$ cat config.mk
export PLATFORM = sky130hd
export DESIGN_NAME = ial_cell
export DESIGN_NICKNAME = d
export VERILOG_FILES = /design/src/rtl/ial_pkg.sv /design/src/rtl/ial_cell.sv
export SDC_FILE = /design/constraint.sdc
export NUM_CORES = 1
export LEC_CHECK = 0
export BUFFER_PORTS_ARGS = -buffer_cell sky130_fd_sc_hd__buf_2
export CAP_MARGIN = 20
export CORE_UTILIZATION = 45
export CTS_BUF_LIST = sky130_fd_sc_hd__clkbuf_8
export CTS_CLUSTER_DIAMETER = 30
export DETAILED_ROUTE_END_ITERATION = 10
export PLACE_DENSITY = 0.81
export SYNTH_ARGS = -nofsm -noshare
export SYNTH_HDL_FRONTEND = slang
export SYNTH_SLANG_ARGS = --single-unit
$ cat constraint.sdc
create_clock -name clk_i -period 3.75 [get_ports clk_i]
set_input_delay 0.375 -clock clk_i [delete_from_list [all_inputs] [get_ports clk_i]]
set_output_delay 0.375 -clock clk_i [all_outputs]
set_load 0.02 [all_outputs]
$ cat src/rtl/ial_pkg.sv
// Shared types and codes for the indexed array list.
package ial_pkg;

  localparam int unsigned OP_W     = 3;
  localparam int unsigned POS_W    = 6;
  localparam int unsigned WORD_W   = 32;
  localparam int unsigned CNT_OUT_W = 7;
  localparam int unsigned STAT_W   = 2;
  // Positions are 6 bits wide, so only the lowest 64 cells can be addressed.
  localparam int unsigned POS_SPAN = 64;

  typedef enum logic [OP_W-1:0] {
    OP_APPEND = 3'd0,
    OP_INSERT = 3'd1,
    OP_ERASE  = 3'd2,
    OP_WRITE  = 3'd3,
    OP_READ   = 3'd4
  } ial_op_e;

  typedef enum logic [STAT_W-1:0] {
    ST_OK    = 2'd0,
    ST_RANGE = 2'd1,
    ST_FULL  = 2'd2,
    ST_EMPTY = 2'd3
  } ial_status_e;

  // Broadcast to every cell; each flag is already qualified by the checks.
  typedef struct packed {
    logic do_append;
    logic do_insert;
    logic do_erase;
    logic do_write;
  } ial_ctrl_t;

endpackage

$ cat src/rtl/ial_cell.sv
// One storage cell of the list: holds one entry, shifts to/from its neighbors.
module ial_cell #(
  parameter int unsigned IDX = 0,
  parameter int unsigned KW  = 7
) (
  input  logic                              clk_i,
  input  ial_pkg::ial_ctrl_t                ctrl_i,
  input  logic [KW-1:0]                     pos_i,
  input  logic [KW-1:0]                     cnt_i,
  input  logic signed [ial_pkg::WORD_W-1:0] word_i,
  input  logic signed [ial_pkg::WORD_W-1:0] left_i,
  input  logic signed [ial_pkg::WORD_W-1:0] right_i,
  output logic signed [ial_pkg::WORD_W-1:0] data_o,
  output logic signed [ial_pkg::WORD_W-1:0] rd_o
);
  import ial_pkg::*;

  localparam logic [KW-1:0] MyIdx  = KW'(IDX);
  localparam logic [KW-1:0] NextIdx = KW'(IDX + 1);

  logic signed [WORD_W-1:0] data_q, data_d;
  logic                     hit_pos;
  logic                     hit_cnt;

  assign hit_pos = (pos_i == MyIdx);
  assign hit_cnt = (cnt_i == MyIdx);

  always_comb begin
    data_d = data_q;
    if (ctrl_i.do_append && hit_cnt) begin
      data_d = word_i;
    end else if (ctrl_i.do_insert) begin
      if (hit_pos) begin
        data_d = word_i;
      end else if ((MyIdx > pos_i) && (MyIdx <= cnt_i)) begin
        data_d = left_i;
      end
    end else if (ctrl_i.do_erase && (MyIdx >= pos_i) && (NextIdx < cnt_i)) begin
      data_d = right_i;
    end else if (ctrl_i.do_write && hit_pos) begin
      data_d = word_i;
    end
  end

  // Payload only; contents are undefined until written.
  always_ff @(posedge clk_i) begin
    data_q <= data_d;
  end

  assign data_o = data_q;
  assign rd_o   = hit_pos ? data_q : '0;

endmodule

### Word level (Yosys, flattened, before mapping)

Cells that the tools add are included.

* add/subtract/negate cells: 0
* shifts and indexed selects: 0
* equal/unequal tests: 1
* div/mod/pow operators: 0
* bitwise gates (word level): 0
* mux-type cells: 7
* $lt $le $gt $ge: 4
* reductions and logical operators: 9
* multipliers: 0

Operators with widths (count)
* $mux 32: 7
* $logic_not 7->1: 2
* $ge 1x7->1 const A: 1
* $gt 1x7->1 const A: 1
* $le 1x7->1 const A: 1
* $lt 1x7->1 const A: 1
* $logic_and 1x1->1: 5
* $ne 4x1->1 const B: 1
* $reduce_bool 4->1: 1
* $reduce_and 2->1: 1

* bits of input ports: 115
* memory bits (writable): 0
* bits in registers: 32
* output and inout port bits: 64
* logic and storage cells: 22
* memory bits (read-only): 0
* memories: 0
* latch bits: 0

### Longest topological paths before layout

Gate-level depths: netlist of the first run.

* depth after elaboration: 6
* mapped depth: 6
* depth with buffers taken out: 4

### Least setup slack after synthesis of the first run

OpenSTA, ideal clock, no wires.

* path kind: input -> register
* from: input port pos_i[1]
* to: register data_q[0] (netlist: data_o[0]), enable pin
* arrival time: 2827 ps
* path slack: 492 ps
* stages on the path: 4
* data required time: 3319 ps
* buffers on the path: 1
* setup time: 431 ps
* path through: nor4b_1 o311ai_4 buf_6 o211ai_1

* longest elaborated chain between the ends: 5
* elaborated cells between the ends (all ways): 10
* those cells by class: order compare: 2; eq/ne: 1; reduce/logical: 7

Ends and longest elaborated chain
* from (decl): line ial_cell.sv:8 `input logic [KW-1:0] pos_i,`
* $ge 1x7->1: line ial_cell.sv:38 `end else if (ctrl_i.do_erase && (MyIdx >= pos_i) && (NextIdx < cnt_i)) begin`
* $logic_and 1x1->1 (2 in series): line ial_cell.sv:38
* $reduce_bool 4->1 (no line)
* $reduce_and 2->1 (no line) *
* to (signal assigned): line ial_cell.sv:47 `data_q <= data_d;`
* to (decl): line ial_cell.sv:21 `logic signed [WORD_W-1:0] data_q, data_d;`

Mark *: on every way between the ends. The rest lies on a longest branch, timed or not.
A chain may end at the register's enable or synchronous reset.

### Final worst setup path of the first run

* from: input port pos_i[4]
* to: register data_q[30] (netlist: data_o[30]), data pin

* longest elaborated chain between the ends: 6
* elaborated cells between the ends (all ways): 8
* those cells by class: order compare: 1; mux: 4; reduce/logical: 3

Ends and longest elaborated chain
* $ge 1x7->1: line ial_cell.sv:38
* $logic_and 1x1->1 (2 in series): line ial_cell.sv:38
* $mux 32: line ial_cell.sv:38
* $mux 32 *: line ial_cell.sv:32 `end else if (ctrl_i.do_insert) begin`
* $mux 32 *: line ial_cell.sv:30 `if (ctrl_i.do_append && hit_cnt) begin`
* named net data_d[30]: line ial_cell.sv:21

The timed path passes the listed nets; every way through them passes the cells marked *.

==> results of run 1 <==
stage by stage:
step / utilization / hold WS [ps] / area, um^2 / instances
floorplan: - / 605 / 2910 / 337
detailed placement: 0.626 / 703 / 3790 / 559
finish: 0.637 / 431 / 3860 / 564
global placement: 0.626 / 698 / 3790 / 559
global route: 0.637 / 435 / 3860 / 564
CTS: 0.637 / 419 / 3860 / 564
synthesized netlist by cell type, types with 3 or more instances:
cell type  count
nor2_1        63
and3_1        32
edfxtp_1      32
nand3_1       32
inv_1         31
mux2_2        31
o31ai_1       31
clkbuf_1      30
a221oi_1      22
a221oi_2       9
buf_2          4
buf_4          3
nand2b_1       3
routing by layer:
layer	vias up	part of all wire	track usage
met4	0	0.017	0.0737
met3	10	0.073	0.0418
met2	153	0.52	0.438
met1	1510	0.39	0.298
li1	1556	-	-
met5	-	0	0
layout make-up:
type,count,area (um^2),area share
inverter,31,116,0.0301
sequential,32,961,0.249
multi-input combinational,236,1680,0.434
timing repair buffer,185,946,0.245
clock buffer,5,68.8,0.0178
tap,75,93.8,0.0243
cells by family after synthesis:
logic type	count (synthesis)
simple gates	137
buf+inv	69
compound gates	67
mux	32
flops	32
critical path, stage by stage:
cell     delay [ps]
buf_2           110
nor4_4          330
buf_4           560
and2_1          230
buf_4           370
nor2_1           90
a311o_1         350
power by group through the flow:
stage	sequential [uW]	combinational, uW	clock (uW)
floorplan	415	108	0
global placement	411	194	0
detailed placement	411	201	0
CTS	403	202	238
global route	403	224	256
finish	403	202	232
worst max-delay path by stage:
stage | cells after the start | slack, ps | end | from
after floorplan | 4 | 490 | data_o[0] | pos_i[1]
after global placement | 7 | 1110 | data_o[30] | pos_i[4]
after detailed placement | 7 | 1060 | data_o[30] | pos_i[4]
after CTS | 7 | 1340 | data_o[30] | pos_i[4]
after global routing | 7 | 1200 | data_o[30] | pos_i[4]
final | 7 | 1340 | data_o[30] | pos_i[4]
==> qor.txt, run 1 <==
Max VDD drop = 0.148 mV
Crit path required time = 3770 ps
GRT Total Usage = 0.245
routed vias = 3229
Post-DP HPWL = 5.80 mm
die height = 82.4 um
Antenna Nets Post-Route = 0
CTS sink cnt = 32
Lkg Pwr = 0.00195 uW
Area contributors post-synth = edfxtp_1, mux2_2, nor2_1
Synth area leader = edfxtp_1
Core Region = 6060 um^2
fraction of layout cells with a size suffix above 1 = 0.481
Initial DRC Count = 170
Max-Slew Margin vs Limit = 0.348
max_cap viols = 0
FP Rows = 28
XOR/XNOR share of the synthesized area = 0
Post-Syn Nets = 452
CP Launch Type = input port
fin crit share = 0.642
Fillers = 556
HP Start = left_i[30]
final net count = 606
Fmax achieved = 0.415 GHz
Die Wd = 82.4 um
clock buffer depth = 2
Min-Delay Path Class = input port to register
TritonCTS clock tree = done
initial core utilization = 0.480
post-synthesis compound-gate area fraction = 0.212
Num CTS Buffers = 5
CTS HTree Levels = 2
main combinational cell family by area after synthesis = simple AND/OR/NAND/NOR gates
Synth Area in Adders = 0
CTS root buf = clkbuf_8
Hold Path Stages = 2
final setup margin = 1340 ps
CTS-repair resized insts = 0
CTS Hold Bufs = 0
P_int = 620 uW
Post-Synth Simple-Gate Area = 0.237
pre-CTS setup slack = 1060 ps
WL/cell = 15.4 um
Residual DRC = 0
final-report setup violation count = 0
die area = 6790 um^2
total power = 837 uW
final WL = 8.66 mm
area grow syn2layout = 32.9%
max reg flops = 32
first-pass GRT wire length = 12.8 mm
Ports = 179
Crit Path Category = input port to register
CP max FO = 65
vias in the first global route = 2758
multiplexer share of the synthesized area = 0.123
largest net degree at the start of global routing = 100
Critical Path Sink Type = register
Seq pwr share = 0.482
Post-synth EDFFs = 32
Top FF cell, synth = edfxtp_1
grt ovf = 0
gpl congestion = 0.769
Synth top area share = 0.330
vias per cell = 5.73
Tightest Pin Transition = 978 ps
I/O Buffers = 178
antenna cells = 0
Slew Viols, Final = 0
1st-pass router iterations = 4
WHS Endpoint = data_o[30]
Final Hold Viols = 0
CP arrival = 2430 ps
Syn. warnings = 0
leading cell type in the layout, fill and taps excluded = buf_2
status = finished, final reports clean
async set or reset register ratio after synthesis = 0
net switching component of the power = 217 uW
Mapped Cells = 337
Synth Register Bits = 32
post-CTS setup buffer count = 0
sequential share of the synthesized area = 0.330
clock network power share = 0.277
sw frac = 0.260
clk slew on worst S/H paths = 60 ps
Avg Synthesized Cell Area = 8.63 um^2
combinational power share = 0.241
synthesized area = 2910 um^2
min Tclk post-route = 2410 ps
initial antenna violation count = 0
most frequent cells in the layout = buf_2, nor2_1, nand3_1, and3_1, edfxtp_1
power per standard cell area = 217 nW/um^2
RSZ-0062 raised after global routing = no
final setup TNS = 0 ps
Unique masters post-synth = 27
(Power assumes the default switching activity.)
==> run 2, diff against run 1 <==
--- a/config.mk
+++ b/config.mk
@@ -7,11 +7,11 @@
 export LEC_CHECK = 0
 export BUFFER_PORTS_ARGS = -buffer_cell sky130_fd_sc_hd__buf_2
 export CAP_MARGIN = 20
-export CORE_UTILIZATION = 45
+export CORE_UTILIZATION = 41
 export CTS_BUF_LIST = sky130_fd_sc_hd__clkbuf_8
 export CTS_CLUSTER_DIAMETER = 30
 export DETAILED_ROUTE_END_ITERATION = 10
-export PLACE_DENSITY = 0.81
+export PLACE_DENSITY = 0.78
 export SYNTH_ARGS = -nofsm -noshare
 export SYNTH_HDL_FRONTEND = slang
 export SYNTH_SLANG_ARGS = --single-unit
==> constraint.sdc (replaced) <==
create_clock -name clk_i -period 2.11 [get_ports clk_i]
set_input_delay 0.211 -clock clk_i [delete_from_list [all_inputs] [get_ports clk_i]]
set_output_delay 0.211 -clock clk_i [all_outputs]
set_load 0.02 [all_outputs]
==> run 2 against run 1 <==
Compared with the run above:
- sequential share of layout area shrank 1.2 points
- sequential power rose by 78%
- non-clock buffer count grew 13
- global-route usage down 0.85 points
- flip-flop and latch count is the same
- count of clock-buffer cells in the layout unchanged
- via count up 0.46%
- critical path depth down 1
- die area up 9.5%
- critical path type unchanged
==> qor.txt, run 2 (synthesis gave the netlist of run 1 again) <==
CTS sink cnt = 32
worst hold slack = 276 ps
CP max FO = 33
final WL = 8.96 mm
Min-Delay Path Class = input port to register
dpl cells = 593
max_cap viols = 0
FP Rows = 30
clock network power share = 0.293
largest net degree at the start of global routing = 40
most frequent cells in the layout = buf_2, nor2_1, nand3_1, and3_1, edfxtp_1
grt ovf = 0
fin crit share = 0.923
WL/cell = 14.9 um
fraction of layout cells with a size suffix above 1 = 0.497
Fmax achieved = 0.513 GHz
CTS root buf = clkbuf_8
vias per cell = 5.40
gpl congestion = 0.789
first-pass GRT wire length = 13.9 mm
Die Wd = 86.2 um
area grow syn2layout = 39.8%
Slew Viols, Final = 0
CTS Hold Bufs = 0
max reg flops = 32
min Tclk post-route = 1950 ps
post-layout util = 0.595
power per standard cell area = 381 nW/um^2
Post-DP HPWL = 6.60 mm
routed vias = 3244
RSZ-0062 raised after global routing = no
Num CTS Buffers = 5
Fillers = 651
sw frac = 0.273
Core Region = 6830 um^2
1st-pass router iterations = 4
Ports = 179
net switching component of the power = 423 uW
Lkg Pwr = 0.00205 uW
pre-CTS setup slack = -131 ps
Max VDD drop = 0.230 mV
Residual DRC = 0
TritonCTS clock tree = done
final-report setup violation count = 0
antenna cells = 0
Max-Slew Margin vs Limit = 0.663
GRT Total Usage = 0.236
clock buffer depth = 2
Final Hold Viols = 0
vias in the first global route = 3122
CTS HTree Levels = 2
status = finished, final reports clean
Crit path required time = 2190 ps
Tightest Pin Transition = 505 ps
initial core utilization = 0.426
final net count = 619
post-CTS setup buffer count = 0
initial antenna violation count = 0
Non-Filler Instances = 601
clk slew on worst S/H paths = 70 ps
die area = 7430 um^2
CTS-repair resized insts = 0
P_int = 1120 uW
Antenna Nets Post-Route = 0
Critical Path Sink Type = register
Initial DRC Count = 217
CP arrival = 2030 ps
final setup margin = 162 ps
CP Launch Type = input port
Seq pwr share = 0.463
I/O Buffers = 178
die height = 86.2 um
combinational power share = 0.244
Crit Path Category = input port to register
leading cell type in the layout, fill and taps excluded = buf_2
-- run 2: cell types whose count changed in the layout (fill, tap and decap cells not counted), sizes merged --
cell	change
buf	+13
clkinv	+3
-- run 2: stage by stage --
stage                     setup TNS, ps  power, uW  cell area (um^2)
after detailed placement          -3120       1110              3980
after floorplan                  -26380        932              2930
after CTS                             0       1560              4060
final                                 0       1550              4060
after global placement            -1340       1090              3980
after global routing                  0       1630              4060
-- run 2: layout make-up --
class,instances,area (um^2),area share
multi-input cells,236,1690,0.417
repair buffers,198,1090,0.268
flip-flops and latches,32,961,0.236
well taps,96,120,0.0296
inverters,31,116,0.0286
clock buffers,5,68.8,0.0169
clock inverters,3,13.8,0.00339
-- run 2: final timing paths --
check  startpoint          to  slack (ps)  cells past startpoint
max      cnt_i[5]  data_o[12]         160                      6
min    left_i[30]  data_o[30]         280                      2
-- run 2: critical path, stage by stage --
cell	delay (ps)
buf_2	100
or4_4	570
o311ai_4	270
buf_12	260
mux2_2	360
a221oi_1	240
-- run 2: layer usage --
metal	vias up	global-route usage	wire length (um)
li1	1587	-	-
met1	1499	0.276	3650
met2	146	0.434	4610
met3	12	0.0410	547
met4	0	0.0803	144
met5	-	0	0
-- run 2: power by group through the flow --
| stage | clock (uW) | sequential (uW) | combinational, uW |
|---|---|---|---|
| after floorplan | 0 | 738 | 194 |
| after global placement | 0 | 730 | 361 |
| after detailed placement | 0 | 730 | 377 |
| after CTS | 465 | 716 | 378 |
| after global routing | 495 | 716 | 417 |
| final | 453 | 716 | 378 |
==> run 3, diff against run 2 <==
--- a/config.mk
+++ b/config.mk
@@ -11,7 +11,9 @@
 export CTS_BUF_LIST = sky130_fd_sc_hd__clkbuf_8
 export CTS_CLUSTER_DIAMETER = 30
 export DETAILED_ROUTE_END_ITERATION = 10
+export HOLD_SLACK_MARGIN = 0.1
 export PLACE_DENSITY = 0.78
+export REMOVE_ABC_BUFFERS = 1
 export SYNTH_ARGS = -nofsm -noshare
 export SYNTH_HDL_FRONTEND = slang
 export SYNTH_SLANG_ARGS = --single-unit
==> run 3 against run 2 <==
Compared with the run above:
- cell area rose by 0.43%
- critical path depth stayed put
- non-clock buffer count is 2 lower
- global-route usage is 0.41 points lower
- sequential power hardly changed
- first-iteration DRC count decreased by 19%
- wire length fell by 0.66%
- via count up 0.40%
- worst hold slack got worse by 4.1 ps
- final cell count decreased by 0.50%
- clock power decreased by 2%
==> qor.txt, run 3 (synthesis gave the netlist of run 1 again) <==
status = finished, final reports clean
Finished Cell Area = 4080 um^2
largest net degree at the start of global routing = 36
CP arrival = 1740 ps
max reg flops = 32
antenna cells = 0
FP Rows = 30
fraction of layout cells with a size suffix above 1 = 0.492
dpl cells = 591
Antenna Nets Post-Route = 0
TritonCTS clock tree = done
min Tclk post-route = 1960 ps
area grow syn2layout = 40.4%
post-CTS setup buffer count = 0
Tightest Pin Transition = 404 ps
final WL = 8.90 mm
Initial DRC Count = 176
RSZ-0062 raised after global routing = no
CP max FO = 35
CTS root buf = clkbuf_8
CP Launch Type = input port
routed vias = 3257
fin crit share = 0.927
die height = 86.2 um
CTS-repair resized insts = 0
leading cell type in the layout, fill and taps excluded = buf_2
CTS sink cnt = 32
Final Hold Viols = 0
Max VDD drop = 0.156 mV
gpl congestion = 0.789
Crit Path Category = input port to output port
most frequent cells in the layout = buf_2, nor2_1
vias per cell = 5.45
die area = 7430 um^2
first-pass GRT wire length = 13.8 mm
Slew Viols, Final = 0
initial antenna violation count = 0
Max-Slew Margin vs Limit = 0.728
DRT met1 WL = 3.67 mm
Ports = 179
CP bufs+invs = 4
GRT Total Usage = 0.232
area of the multi-input gates = 1680 um^2
WL met2 = 4.59 mm
Storage cell area = 961 um^2
CP dominant cell by count = buf_2
power per standard cell area = 377 nW/um^2
Residual DRC = 0
1st-pass router iterations = 4
vias in the first global route = 3004
Min-Delay Path Class = input port to register
Core Region = 6830 um^2
total power = 1540 uW
Num CTS Buffers = 5
clk slew on worst S/H paths = 60 ps
grt ovf = 0
Worst path slowest cell = nor4_4
slowest stage delay, CP = 430 ps
max_cap viols = 0
Fmax achieved = 0.511 GHz
Fillers = 628
Critical Path Sink Type = output port
final net count = 617
Non-Filler Instances = 598
I/O Buffers = 178
Top delay family on crit path = buffers and inverters
Lkg Pwr = 0.00204 uW
Cell Area, Placed = 4000 um^2
met3 routed WL = 539 um
Die Wd = 86.2 um
DR top layer = met4
final-report setup violation count = 0
Post-DP HPWL = 6.47 mm
WL/cell = 14.9 um
Crit path required time = 1900 ps
CTS Hold Bufs = 0
crit-path cells = buf_2 -> nor4_4 -> buf_4 -> buf_12 -> and3_1 -> buf_2
post-layout util = 0.597
CTS HTree Levels = 2
clock buffer depth = 2
initial core utilization = 0.426
## run 3: cell count changes in the layout (fill, tap and decap cells not counted), sizes merged
| cell | before | now |
|---|---|---|
| buf | 198 | 196 |
| clkinv | 3 | 1 |
| inv | 31 | 32 |
## run 3: worst paths after layout
| kind | start | to | slack (ps) | depth (start not counted) |
|---|---|---|---|---|
| setup / recovery | pos_i[4] | rd_o[22] | 150 | 6 |
| hold / removal | left_i[30] | data_o[30] | 270 | 2 |
## run 3: through the flow
step | hold WS (ps) | setup TNS, ps | setup WS, ps
after floorplan | 418 | -252730 | -3890
after global placement | 555 | -249 | -8.66
after detailed placement | 552 | -3210 | -109
after CTS | 262 | 0 | 122
after global routing | 289 | 0 | 14.1
final | 272 | 0 | 155
## run 3: cell type report
cell class	instances	area share
Sequential cell	32	0.235
Clock buffer	5	0.0169
Multi-Input combinational cell	236	0.411
Tap cell	96	0.0294
Clock inverter	2	0.00215
Inverter	31	0.0285
Timing Repair Buffer	196	0.277
## run 3: per-layer routing
metal,track usage,vias to the layer above
met5,0,-
met1,0.279,1517
li1,-,1586
met2,0.435,141
met3,0.0324,13
met4,0.0561,0
## run 3: where the power goes
group	switching, uW	internal, uW	total [uW]
Clock	224	219	443
Combinational	189	189	379
Sequential	3.11	713	716
Total	416	1120	1540
